File: config.mk
export PLATFORM = sky130hd
export DESIGN_NAME = reader_writer_lock_manager
export DESIGN_NICKNAME = d
export VERILOG_FILES = /design/src/rtl/rwl_pkg.sv /design/src/rtl/rwl_cell.sv /design/src/rtl/rwl_queue.sv /design/src/rtl/reader_writer_lock_manager.sv
export SDC_FILE = /design/constraint.sdc
export NUM_CORES = 1
export LEC_CHECK = 0
export BUFFER_PORTS_ARGS = -buffer_cell sky130_fd_sc_hd__buf_2
export CAP_MARGIN = 10
export CORE_UTILIZATION = 46
export DETAILED_ROUTE_END_ITERATION = 8
export HOLD_SLACK_MARGIN = 0.08
export PLACE_DENSITY = 0.73
export SYNTH_ARGS = -nofsm -noshare
export SYNTH_HDL_FRONTEND = slang
export SYNTH_SLANG_ARGS = --single-unit
File: constraint.sdc
create_clock -name clock -period 7.25 [get_ports clock]
set_input_delay 1.0875 -clock clock [delete_from_list [all_inputs] [get_ports clock]]
set_output_delay 1.0875 -clock clock [all_outputs]
set_load 0.02 [all_outputs]
File: src/rtl/rwl_pkg.sv
// Shared types and constants for the reader-writer lock manager.
// Depends on nothing; used by rwl_queue and reader_writer_lock_manager.
package rwl_pkg;

   // Default sizes
   localparam int DEF_READ_QUEUE_DEPTH  = 16;
   localparam int DEF_WRITE_QUEUE_DEPTH = 16;
   localparam int DEF_MAX_READERS       = 255;
   localparam int DEF_THREAD_ID_BITS    = 8;

   // Fixed widths of the channel fields
   localparam int OP_BITS     = 3;
   localparam int TID_BITS    = 8;
   localparam int OUT_BITS    = 3;
   localparam int HOLDER_BITS = 9;
   localparam int HOLDER_MAX  = 255;

   // Signed holder count: -1 write-locked, 0 free, n > 0 readers
   typedef logic signed [HOLDER_BITS-1:0] holder_type;

   typedef enum logic [OP_BITS-1:0] {
      OP_RD_LOCK     = 3'd0,
      OP_TRY_RD_LOCK = 3'd1,
      OP_WR_LOCK     = 3'd2,
      OP_TRY_WR_LOCK = 3'd3,
      OP_UNLOCK      = 3'd4
   } op_type;

   typedef enum logic [OUT_BITS-1:0] {
      OC_GRANTED    = 3'd0,
      OC_BUSY       = 3'd1,
      OC_QUEUED     = 3'd2,
      OC_WOKE_RD    = 3'd3,
      OC_WOKE_WR    = 3'd4,
      OC_RELEASED   = 3'd5,
      OC_NOT_LOCKED = 3'd6,
      OC_FULL       = 3'd7
   } outcome_type;

   // Control handed to a waiter queue
   typedef struct packed {
      logic push;
      logic pop;
   } queue_ctl_type;

endpackage

File: src/rtl/rwl_cell.sv
// One entry of a waiter queue: holds a thread id, takes its neighbour's
// entry on a pop and the new id when a push lands here. No dependencies.
module rwl_cell #(
   parameter int WIDTH = 8
) (
   input  logic             clock,
   input  logic             shift,
   input  logic             push_here,
   input  logic [WIDTH-1:0] next_data,
   input  logic [WIDTH-1:0] push_data,
   output logic [WIDTH-1:0] data
);

   logic [WIDTH-1:0] data_ff;
   logic [WIDTH-1:0] data_in;

   // New id wins over the neighbour's entry
   assign data_in = push_here ? push_data : next_data;

   always_ff @(posedge clock) begin
      if (shift || push_here) begin
         data_ff <= data_in;
      end
   end

   assign data = data_ff;

endmodule

File: src/rtl/rwl_queue.sv
// Waiter FIFO built as a chain of rwl_cell entries; the head sits in cell 0
// and a pop moves every entry one place towards it. Uses rwl_pkg, rwl_cell.
module rwl_queue #(
   parameter int DEPTH = 16,
   parameter int WIDTH = 8,
   localparam int CNT_W = $clog2(DEPTH + 1)
) (
   input  logic                  clock,
   input  logic                  reset,
   input  rwl_pkg::queue_ctl_type ctl,
   input  logic [WIDTH-1:0]      push_data,
   output logic [WIDTH-1:0]      head_data,
   output logic [CNT_W-1:0]      fill,
   output logic                  full
);

   logic [CNT_W-1:0] fill_ff;
   logic [CNT_W-1:0] fill_in;
   logic [WIDTH-1:0] cell_data [DEPTH];

   // Chain of entries, each fed by the one behind it
   for (genvar i = 0; i < DEPTH; i++) begin : g_cell
      logic             push_here;
      logic [WIDTH-1:0] next_data;

      // After a pop the free slot is one place nearer the head
      assign push_here = ctl.push &&
                         (ctl.pop ? (fill_ff == CNT_W'(i + 1)) : (fill_ff == CNT_W'(i)));

      if (i == DEPTH - 1) begin : g_tail
         assign next_data = cell_data[i];
      end else begin : g_body
         assign next_data = cell_data[i + 1];
      end

      rwl_cell #(
         .WIDTH(WIDTH)
      ) u_cell (
         .clock     (clock),
         .shift     (ctl.pop),
         .push_here (push_here),
         .next_data (next_data),
         .push_data (push_data),
         .data      (cell_data[i])
      );
   end

   // Occupancy
   always_comb begin
      fill_in = fill_ff;
      if (ctl.push && !ctl.pop) begin
         fill_in = fill_ff + CNT_W'(1);
      end else if (ctl.pop && !ctl.push) begin
         fill_in = fill_ff - CNT_W'(1);
      end
   end

   always_ff @(posedge clock) begin
      if (reset) begin
         fill_ff <= '0;
      end else begin
         fill_ff <= fill_in;
      end
   end

   assign head_data = cell_data[0];
   assign fill      = fill_ff;
   assign full      = (fill_ff == CNT_W'(DEPTH));

endmodule

File: src/rtl/reader_writer_lock_manager.sv
// Reader-writer lock with writer preference: request decode, holder count,
// output register and the two waiter queues. Uses rwl_pkg and rwl_queue.
//
// Usage:
//   Request channel (req_*): an operation and the requesting thread id.
//   Response channel (rsp_*): one transfer per result, rsp_last on the final
//   result of a request. Lock, try and most unlock requests give one result;
//   an unlock that frees the lock gives "released" and then one result per
//   woken waiter (one writer, or readers up to the reader limit).
//   Configuration: csr_write_enable writes csr_write_data into the unlock
//   check bit, which reset sets to 1.
// Timing:
//   The first result is registered in the cycle after the request transfer.
//   Each woken waiter then gives one more result; the wake sequencer pops
//   one queue cell a cycle while the output register is free.
//   A single-result request can be followed by the next one in the next
//   cycle, giving one request per cycle when the receiver does not stall.
//   While rsp_stall is high the result is held and req_stall rises until the
//   output register is free. Reset empties both queues, frees the lock and
//   discards any pending result; no clearing pass is needed.
module reader_writer_lock_manager #(
   parameter int READ_QUEUE_DEPTH  = rwl_pkg::DEF_READ_QUEUE_DEPTH,
   parameter int WRITE_QUEUE_DEPTH = rwl_pkg::DEF_WRITE_QUEUE_DEPTH,
   parameter int MAX_READERS       = rwl_pkg::DEF_MAX_READERS,
   parameter int THREAD_ID_BITS    = rwl_pkg::DEF_THREAD_ID_BITS
) (
   input  logic                         clock,
   input  logic                         reset,
   input  logic                         req_valid,
   output logic                         req_stall,
   input  logic [rwl_pkg::OP_BITS-1:0]  req_operation,
   input  logic [rwl_pkg::TID_BITS-1:0] req_thread_id,
   output logic                         rsp_valid,
   input  logic                         rsp_stall,
   output logic [rwl_pkg::TID_BITS-1:0] rsp_target_thread,
   output logic [rwl_pkg::OUT_BITS-1:0] rsp_outcome,
   output logic                         rsp_last,
   input  logic                         csr_write_enable,
   input  logic                         csr_write_data
);

   localparam int TID_W = (THREAD_ID_BITS < rwl_pkg::TID_BITS) ?
                          THREAD_ID_BITS : rwl_pkg::TID_BITS;
   localparam int LIMIT = (MAX_READERS < rwl_pkg::HOLDER_MAX) ?
                          MAX_READERS : rwl_pkg::HOLDER_MAX;
   localparam int RQ_CNT_W = $clog2(READ_QUEUE_DEPTH + 1);
   localparam int WQ_CNT_W = $clog2(WRITE_QUEUE_DEPTH + 1);
   localparam rwl_pkg::holder_type HOLD_LIMIT      = rwl_pkg::HOLDER_BITS'(LIMIT);
   localparam rwl_pkg::holder_type HOLD_LIMIT_LESS = rwl_pkg::HOLDER_BITS'(LIMIT - 1);
   localparam rwl_pkg::holder_type HOLD_ONE        = rwl_pkg::HOLDER_BITS'(1);
   localparam rwl_pkg::holder_type HOLD_WRITER     = '1;

   typedef enum logic [2:0] {
      ST_IDLE    = 3'b001,
      ST_WAKE_WR = 3'b010,
      ST_WAKE_RD = 3'b100
   } state_type;

   state_type                    state_ff, state_in;
   rwl_pkg::holder_type          holder_ff, holder_in;
   logic                         check_unlock_ff;
   logic                         rsp_valid_ff, rsp_valid_in;
   logic [rwl_pkg::TID_BITS-1:0] rsp_tid_ff, rsp_tid_in;
   rwl_pkg::outcome_type         rsp_outcome_ff, rsp_outcome_in;
   logic                         rsp_last_ff, rsp_last_in;
   logic                         emit;

   logic                         out_free;
   logic                         accept;
   logic                         blocked_rd;
   logic [TID_W-1:0]             req_tid;
   logic [rwl_pkg::TID_BITS-1:0] req_tid_ext;

   rwl_pkg::queue_ctl_type       rq_ctl, wq_ctl;
   logic [TID_W-1:0]             rq_head, wq_head;
   logic [RQ_CNT_W-1:0]          rq_fill;
   logic [WQ_CNT_W-1:0]          wq_fill;
   logic                         rq_full, wq_full;
   logic                         rq_busy, wq_busy;

   // Handshake
   assign out_free   = !rsp_valid_ff || !rsp_stall;
   assign req_stall  = !((state_ff == ST_IDLE) && out_free);
   assign accept     = req_valid && !req_stall;

   assign req_tid     = req_thread_id[TID_W-1:0];
   assign req_tid_ext = rwl_pkg::TID_BITS'(req_tid);
   assign rq_busy     = (rq_fill != '0);
   assign wq_busy     = (wq_fill != '0);
   assign blocked_rd  = (holder_ff < 0) || wq_busy;

   // Waiter queues
   rwl_queue #(
      .DEPTH(READ_QUEUE_DEPTH),
      .WIDTH(TID_W)
   ) u_reader_queue (
      .clock     (clock),
      .reset     (reset),
      .ctl       (rq_ctl),
      .push_data (req_tid),
      .head_data (rq_head),
      .fill      (rq_fill),
      .full      (rq_full)
   );

   rwl_queue #(
      .DEPTH(WRITE_QUEUE_DEPTH),
      .WIDTH(TID_W)
   ) u_writer_queue (
      .clock     (clock),
      .reset     (reset),
      .ctl       (wq_ctl),
      .push_data (req_tid),
      .head_data (wq_head),
      .fill      (wq_fill),
      .full      (wq_full)
   );

   // Request decode and wake sequencer
   always_comb begin
      state_in       = state_ff;
      holder_in      = holder_ff;
      emit           = 1'b0;
      rsp_tid_in     = req_tid_ext;
      rsp_outcome_in = rwl_pkg::OC_GRANTED;
      rsp_last_in    = 1'b1;
      rq_ctl         = '0;
      wq_ctl         = '0;

      unique case (state_ff)
         ST_IDLE: begin
            if (accept) begin
               unique case (rwl_pkg::op_type'(req_operation))
                  rwl_pkg::OP_RD_LOCK, rwl_pkg::OP_TRY_RD_LOCK: begin
                     emit = 1'b1;
                     priority if (blocked_rd) begin
                        if (req_operation == rwl_pkg::OP_TRY_RD_LOCK) begin
                           rsp_outcome_in = rwl_pkg::OC_BUSY;
                        end else if (rq_full) begin
                           rsp_outcome_in = rwl_pkg::OC_FULL;
                        end else begin
                           rq_ctl.push    = 1'b1;
                           rsp_outcome_in = rwl_pkg::OC_QUEUED;
                        end
                     end else if (holder_ff >= HOLD_LIMIT) begin
                        rsp_outcome_in = rwl_pkg::OC_FULL;
                     end else begin
                        holder_in      = holder_ff + HOLD_ONE;
                        rsp_outcome_in = rwl_pkg::OC_GRANTED;
                     end
                  end
                  rwl_pkg::OP_WR_LOCK, rwl_pkg::OP_TRY_WR_LOCK: begin
                     emit = 1'b1;
                     if (holder_ff != '0) begin
                        if (req_operation == rwl_pkg::OP_TRY_WR_LOCK) begin
                           rsp_outcome_in = rwl_pkg::OC_BUSY;
                        end else if (wq_full) begin
                           rsp_outcome_in = rwl_pkg::OC_FULL;
                        end else begin
                           wq_ctl.push    = 1'b1;
                           rsp_outcome_in = rwl_pkg::OC_QUEUED;
                        end
                     end else begin
                        holder_in      = HOLD_WRITER;
                        rsp_outcome_in = rwl_pkg::OC_GRANTED;
                     end
                  end
                  rwl_pkg::OP_UNLOCK: begin
                     emit           = 1'b1;
                     rsp_outcome_in = rwl_pkg::OC_RELEASED;
                     priority if (holder_ff == HOLD_ONE || holder_ff == HOLD_WRITER) begin
                        // last holder leaves: a writer wins over readers
                        holder_in   = '0;
                        rsp_last_in = !(wq_busy || rq_busy);
                        if (wq_busy) begin
                           state_in = ST_WAKE_WR;
                        end else if (rq_busy) begin
                           state_in = ST_WAKE_RD;
                        end
                     end else if (holder_ff == '0) begin
                        if (check_unlock_ff) begin
                           rsp_outcome_in = rwl_pkg::OC_NOT_LOCKED;
                        end else begin
                           holder_in = HOLD_WRITER;
                        end
                     end else begin
                        holder_in = holder_ff - HOLD_ONE;
                     end
                  end
                  default: begin
                     // unknown operation: no result
                  end
               endcase
            end
         end
         ST_WAKE_WR: begin
            if (out_free) begin
               emit           = 1'b1;
               wq_ctl.pop     = 1'b1;
               holder_in      = HOLD_WRITER;
               rsp_tid_in     = rwl_pkg::TID_BITS'(wq_head);
               rsp_outcome_in = rwl_pkg::OC_WOKE_WR;
               rsp_last_in    = 1'b1;
               state_in       = ST_IDLE;
            end
         end
         ST_WAKE_RD: begin
            if (out_free) begin
               // one reader per cycle while the output register is free, until the queue or the limit runs out
               emit           = 1'b1;
               rq_ctl.pop     = 1'b1;
               holder_in      = holder_ff + HOLD_ONE;
               rsp_tid_in     = rwl_pkg::TID_BITS'(rq_head);
               rsp_outcome_in = rwl_pkg::OC_WOKE_RD;
               rsp_last_in    = (rq_fill == RQ_CNT_W'(1)) || (holder_ff >= HOLD_LIMIT_LESS);
               if (rsp_last_in) begin
                  state_in = ST_IDLE;
               end
            end
         end
         default: begin
            state_in = ST_IDLE;
         end
      endcase
   end

   // Output register valid
   always_comb begin
      if (emit) begin
         rsp_valid_in = 1'b1;
      end else if (!rsp_stall) begin
         rsp_valid_in = 1'b0;
      end else begin
         rsp_valid_in = rsp_valid_ff;
      end
   end

   // Control state
   always_ff @(posedge clock) begin
      if (reset) begin
         state_ff        <= ST_IDLE;
         holder_ff       <= '0;
         check_unlock_ff <= 1'b1;
         rsp_valid_ff    <= 1'b0;
      end else begin
         state_ff     <= state_in;
         holder_ff    <= holder_in;
         rsp_valid_ff <= rsp_valid_in;
         if (csr_write_enable) begin
            check_unlock_ff <= csr_write_data;
         end
      end
   end

   // Result payload
   always_ff @(posedge clock) begin
      if (emit) begin
         rsp_tid_ff     <= rsp_tid_in;
         rsp_outcome_ff <= rsp_outcome_in;
         rsp_last_ff    <= rsp_last_in;
      end
   end

   assign rsp_valid         = rsp_valid_ff;
   assign rsp_target_thread = rsp_tid_ff;
   assign rsp_outcome       = rsp_outcome_ff;
   assign rsp_last          = rsp_last_ff;

endmodule
* Yosys cells after proc, flatten, opt, wreduce, memory -nomap -nowiden
Cells that the tools add are included.
Word-level totals: flip-flop bits (word level) 292, input port bits 17, word-level logic and storage cells 334, output and inout bits 14
Cells by class: $lt $le $gt $ge 3, mux-type cells 129, reductions and logical operators 101, equal/unequal tests 54, $add $sub $neg 6
Operators by type and width (count):
- 2-to-1 mux 8 bit | 32
- 2-to-1 mux 9 bit | 9
- equality test 5 x 4 -> 1 bit, second input constant | 16
- 2-to-1 mux 1 bit | 55
- case mux 9 bit (3 select lines) | 2
- 2-to-1 mux 3 bit | 17
- equality test 5 x 3 -> 1 bit, second input constant | 8
- logical AND 1 bit | 38
- logical OR 1 bit | 37
- case mux 3 bit (3 select lines) | 3
- equality test 5 x 2 -> 1 bit, second input constant | 4
- 2-to-1 mux 5 bit | 4
- greater-or-equal comparator 9 bit, second input constant | 2
- case mux 8 bit (2 select lines) | 1
- != test 3 bit, second input constant | 4
- adder 5 x 1 -> 5 bit, second input constant | 2
- equality test 5 x 1 -> 1 bit, second input constant | 2
- equality test 5 bit, second input constant | 2
- zero test 5 bit | 2
- nonzero test 5 bit | 2
- subtractor 5 x 1 -> 5 bit, second input constant | 2
- adder 9 x 2 -> 9 bit, second input constant | 1
- equality test 3 x 2 -> 1 bit, second input constant | 3
- equality test 9 x 1 -> 1 bit, second input constant | 1
- other kinds (22) | 44

* Depth between registers and ports, before layout
depth in word-level cells 11, depth in mapped cells 14

* Modules after synthesis
From an unflattened synthesis, not the netlist that was laid out.
Unflattened totals: cells, all modules 1017, area total of the unflattened synthesis 15543.7 um^2
Modules (own cells, without submodules):
- rwl_cell | area each 377.9 um^2, instances 32, seq. area each 240.2 um^2, cells an instance 18
- reader_writer_lock_manager | area each 2258.4 um^2, instances 1, seq. area each 640.6 um^2, cells an instance 275
- rwl_queue | area each 596.8 um^2, instances 2, seq. area each 100.1 um^2, cells an instance 83

* Worst setup path before layout
No wires, ideal clock.
kind in2reg, start input rsp_stall, end register u_writer_queue.fill_ff[3], in the netlist u_writer_queue.fill[3], stages on the path 11, setup time 0.128 ns, arrival 3.184 ns, path buffers 3, path slack 3.938 ns, data required time 7.122 ns, cells stage by stage and2_1 > clkbuf_1 > nor3_4 > inv_1 > clkbuf_1 > ha_1 > clkbuf_1 > or4_1 > a21oi_1 > xnor2_1 > nor2_1
Between the ends: cells in the longest elaborated chain, start to end 9, elaborated cells on any way between the ends 14
Ends and longest elaborated chain:
- start, declared | RTL line reader_writer_lock_manager.sv:34 | input logic rsp_stall,
- zero test 1 bit (*)
- logical OR 1 bit (*) | RTL line reader_writer_lock_manager.sv:82 | assign out_free = !rsp_valid_ff || !rsp_stall;
- logical AND 1 bit | RTL line reader_writer_lock_manager.sv:83 | assign req_stall = !((state_ff == ST_IDLE) && out_free);
- logical AND 1 bit | RTL line reader_writer_lock_manager.sv:84 | assign accept = req_valid && !req_stall;
- 2-to-1 mux 1 bit | RTL line reader_writer_lock_manager.sv:132 | if (accept) begin
- 2-to-1 mux 1 bit | RTL line reader_writer_lock_manager.sv:130 | unique case (state_ff)
- zero test 1 bit | RTL line rwl_queue.sv:53 | end else if (ctl.pop && !ctl.push) begin
- logical AND 1 bit | RTL line rwl_queue.sv:53
- nonzero test 2 bit (no line)
- end signal, assigned | RTL line rwl_queue.sv:62 | fill_ff <= fill_in;
- end, declared | RTL line rwl_queue.sv:17 | logic [CNT_W-1:0] fill_ff;
Every way passes the cells marked *; elsewhere a longest branch is shown, timed or not. A chain may end at the register's enable or synchronous reset.

* Worst setup path after layout
start register holder_ff[0], end register u_writer_queue.g_cell[10].u_cell.data_ff[2], enable pin
Between the ends: cells in the longest elaborated chain, start to end 7
Ends and longest elaborated chain:
- start, declared | RTL line reader_writer_lock_manager.sv:60 | rwl_pkg::holder_type holder_ff, holder_in;
- start signal, assigned | RTL line reader_writer_lock_manager.sv:247 | holder_ff <= holder_in;
- nonzero test 9 bit | RTL line reader_writer_lock_manager.sv:154 | if (holder_ff != '0) begin
- 2-to-1 mux 1 bit | RTL line reader_writer_lock_manager.sv:154
- 2-to-1 mux 1 bit | RTL line reader_writer_lock_manager.sv:133 | unique case (rwl_pkg::op_type'(req_operation))
- 2-to-1 mux 1 bit | RTL line reader_writer_lock_manager.sv:132
- 2-to-1 mux 1 bit | RTL line reader_writer_lock_manager.sv:130
- logical AND 1 bit | RTL line rwl_queue.sv:27 | assign push_here = ctl.push &&
- logical OR 1 bit | RTL line rwl_cell.sv:21 | if (shift || push_here) begin
- end signal, assigned | RTL line rwl_cell.sv:22 | data_ff <= data_in;
- end, declared | RTL line rwl_cell.sv:14 | logic [WIDTH-1:0] data_ff;
Every way passes these cells.

==> metrics <==
CTS tree=done; Seq cells post-synth=292; DR iter-0 viols=680; TritonCTS Sinks=292; vias in the first global route=7894; CP arrival=3.82 ns; commonest cells in the netlist=edfxtp_1 (268), mux2_2 (240), nand2_1 (46), nor2_1 (42); HP Class=reg2reg; most common cell in the netlist=edfxtp_1; multi-input logic area=5260 um^2; # IOs=31; num rows=63; Post-Syn Area=14200 um^2; Min Hold Slack=0.528 ns; EDFF count, synth=268; Critical Path Slowest Stage Cell=o21ai_0; CP max stage delay=0.89 ns; Finished Cell Area=15600 um^2; post-route clock period utilization=50.4%; synth warn=0; area of placed instances=14500 um^2; Root Buffer=clkbuf_16; Post-CTS Resized=0; post-synthesis area per instance=14.3 um^2; FF+latch area=8530 um^2; Setup crit start kind=flop; sequential share of the synthesized area=60.0%; Yosys cell types=78; Die Wd=178 um; Layout Skew=0.0112 ns; post-synth top area share=56.7%; Crit Path Max Fanout=10; GR met3 Demand/Resource=2.36%; Fmax=273 MHz; Area contributors post-synth=edfxtp_1 (57%), mux2_2 (19%), dfxtp_1 (3.4%); CTS H-Tree Depth=1; first-pass GRT wire length=42800 um; overall power=0.00368 W; Post-DRT Antenna Nets=0; GRT Resource Usage Total=17.1%; hold_buf cts=0; total grt overflow=0; pin count of the biggest net entering global routing=34; endpoints failing hold=0; initial core utilization=47.3%; ANT cells=0; Syn Nets=1029; pwr dens=236 nW/um^2; total CTS buffers=30; Cells after Synth=991; DR WL/cell=18.9 um; DRC=0; I/O Buffers=30; Slew headroom=24.3%; die height=178 um; Clk pin slew, worst setup/hold paths=0.06 ns; layout cells sized above 1=37.8%; Layout area overhead=9.59%; CP Cell Sequence=inv_1 -> ha_1 -> nor3b_1 -> nand3_1 -> nand2_1 -> nor3_4 -> nand2_4 -> o21ai_0; met1 Usage GRT=23.6%; Critical Path RT=7.42 ns; Post-CTS Repair Setup Buffers=0; unrepaired setup endpoints after global routing=no; Via Count=8041; worst vdd ir=207 uV; RePlAce Congestion=0.857; gr busiest metal=met2; DR pass1 iterations=7; max_cap viols=0; M2 GR Usage=28.1%; share of flip-flops with an asynchronous set or reset=0%; crit-path leading delay family=simple AND/OR/NAND/NOR gates; Core Util, Final=51.8%; clock latency on the worst-skew pair=0.55 ns; max-slew violations=0; HPWL after DPL=17300 um; post-synth top area cell=edfxtp_1; worst slew pin tran=1.12 ns; ys flop type=edfxtp_1; Crit Path Class=reg2reg; min Tclk post-route=3.66 ns; Core Footprint=30000 um^2; largest buffer count on any clock path=3; WL final=26600 um; Vias/cell=5.71; FILL cells=2432; worst path buffer plus inverter count=1; CP endpoint kind=flop; die area=31600 um^2; Final setup viols=0; final setup TNS=0 ns; Total Nets Final=1032; Leak=5.28 nW; initial antenna violation count=0; status=finished, final reports clean
-- layout make-up --
type	count	area share, %
inverters	23	0.555
clock inverters	22	1.60
well taps	390	3.13
multi-input cells	615	33.8
clock buffers	34	5.06
flip-flops and latches	292	54.8
repair buffers	32	1.06
-- sequential cells by signal, indices dropped and copies added, names as in the netlist --
signal,cells
u_writer_queue.g_cell.u_cell.data,128
rsp_outcome,3
rsp_target_thread,8
rsp_valid,1
state_ff,3
u_writer_queue.fill,5
u_reader_queue.g_cell.u_cell.data,128
holder_ff,9
u_reader_queue.fill,5
rsp_last,1
check_unlock_ff,1
-- final timing paths --
path / start / endpoint / slack, ns / depth (start not counted)
max: holder_ff[0] / u_writer_queue.g_cell[10].u_cell.data[2] / 3.59 / 8
min: u_reader_queue.g_cell[0].u_cell.data[4] / rsp_target_thread[4] / 0.53 / 2
min reg2reg: u_reader_queue.g_cell[0].u_cell.data[4] / rsp_target_thread[4] / 0.53 / 2
max reg2reg: holder_ff[0] / u_writer_queue.g_cell[10].u_cell.data[2] / 3.59 / 8
-- power breakdown --
part	switching (W)	internal, W
clock network	0.000642	0.000958
logic	0.000146	0.0000777
registers	0.0000267	0.00183
total	0.000815	0.00287
-- through the flow --
step	worst slack (ns)	std cells
global placement	3.32	1352
finish	3.59	1408
floorplan	3.94	991
global route	3.30	1408
CTS	3.60	1408
detailed placement	3.18	1352
-- cells in the final DEF (no fill, tap or decap), drive strengths merged, types with 7 or more instances in the layout --
master    n
clkinv   12
edfxtp  268
and3     10
nand4     7
xnor2     7
dfxtp    24
o21ai    37
clkbuf   34
mux2i     7
or2      13
nand3    26
nor2     52
inv      24
mux2    240
buf      32
nand2    49
ha       21
nor3     15
a21oi    37
-- metal layers --
metal	wire, um	share of wire [%]
met5	0	0
met4	653	2.5
met3	1190	4.5
met2	12500	47
met1	12200	46
-- worst register-to-register path: stages, from the launching register on --
cell     delay, ns
dfxtp_1       0.52
inv_1         0.18
ha_1          0.26
nor3b_1       0.20
nand3_1       0.31
nand2_1       0.24
nor3_4        0.50
nand2_4       0.16
o21ai_0       0.90
-- cell families after synthesis --
| kind of cell | share of synthesized area (%) |
|---|---|
| DFF | 60.0 |
| muxes | 19.5 |
| AOI/OAI and AO/OA | 6.04 |
| buffers and inverters | 2.91 |
| and+or+nand+nor | 8.91 |
| adders and majority gates | 1.85 |
| xor gates and xnor gates | 0.740 |
(Power assumes the default switching activity.)
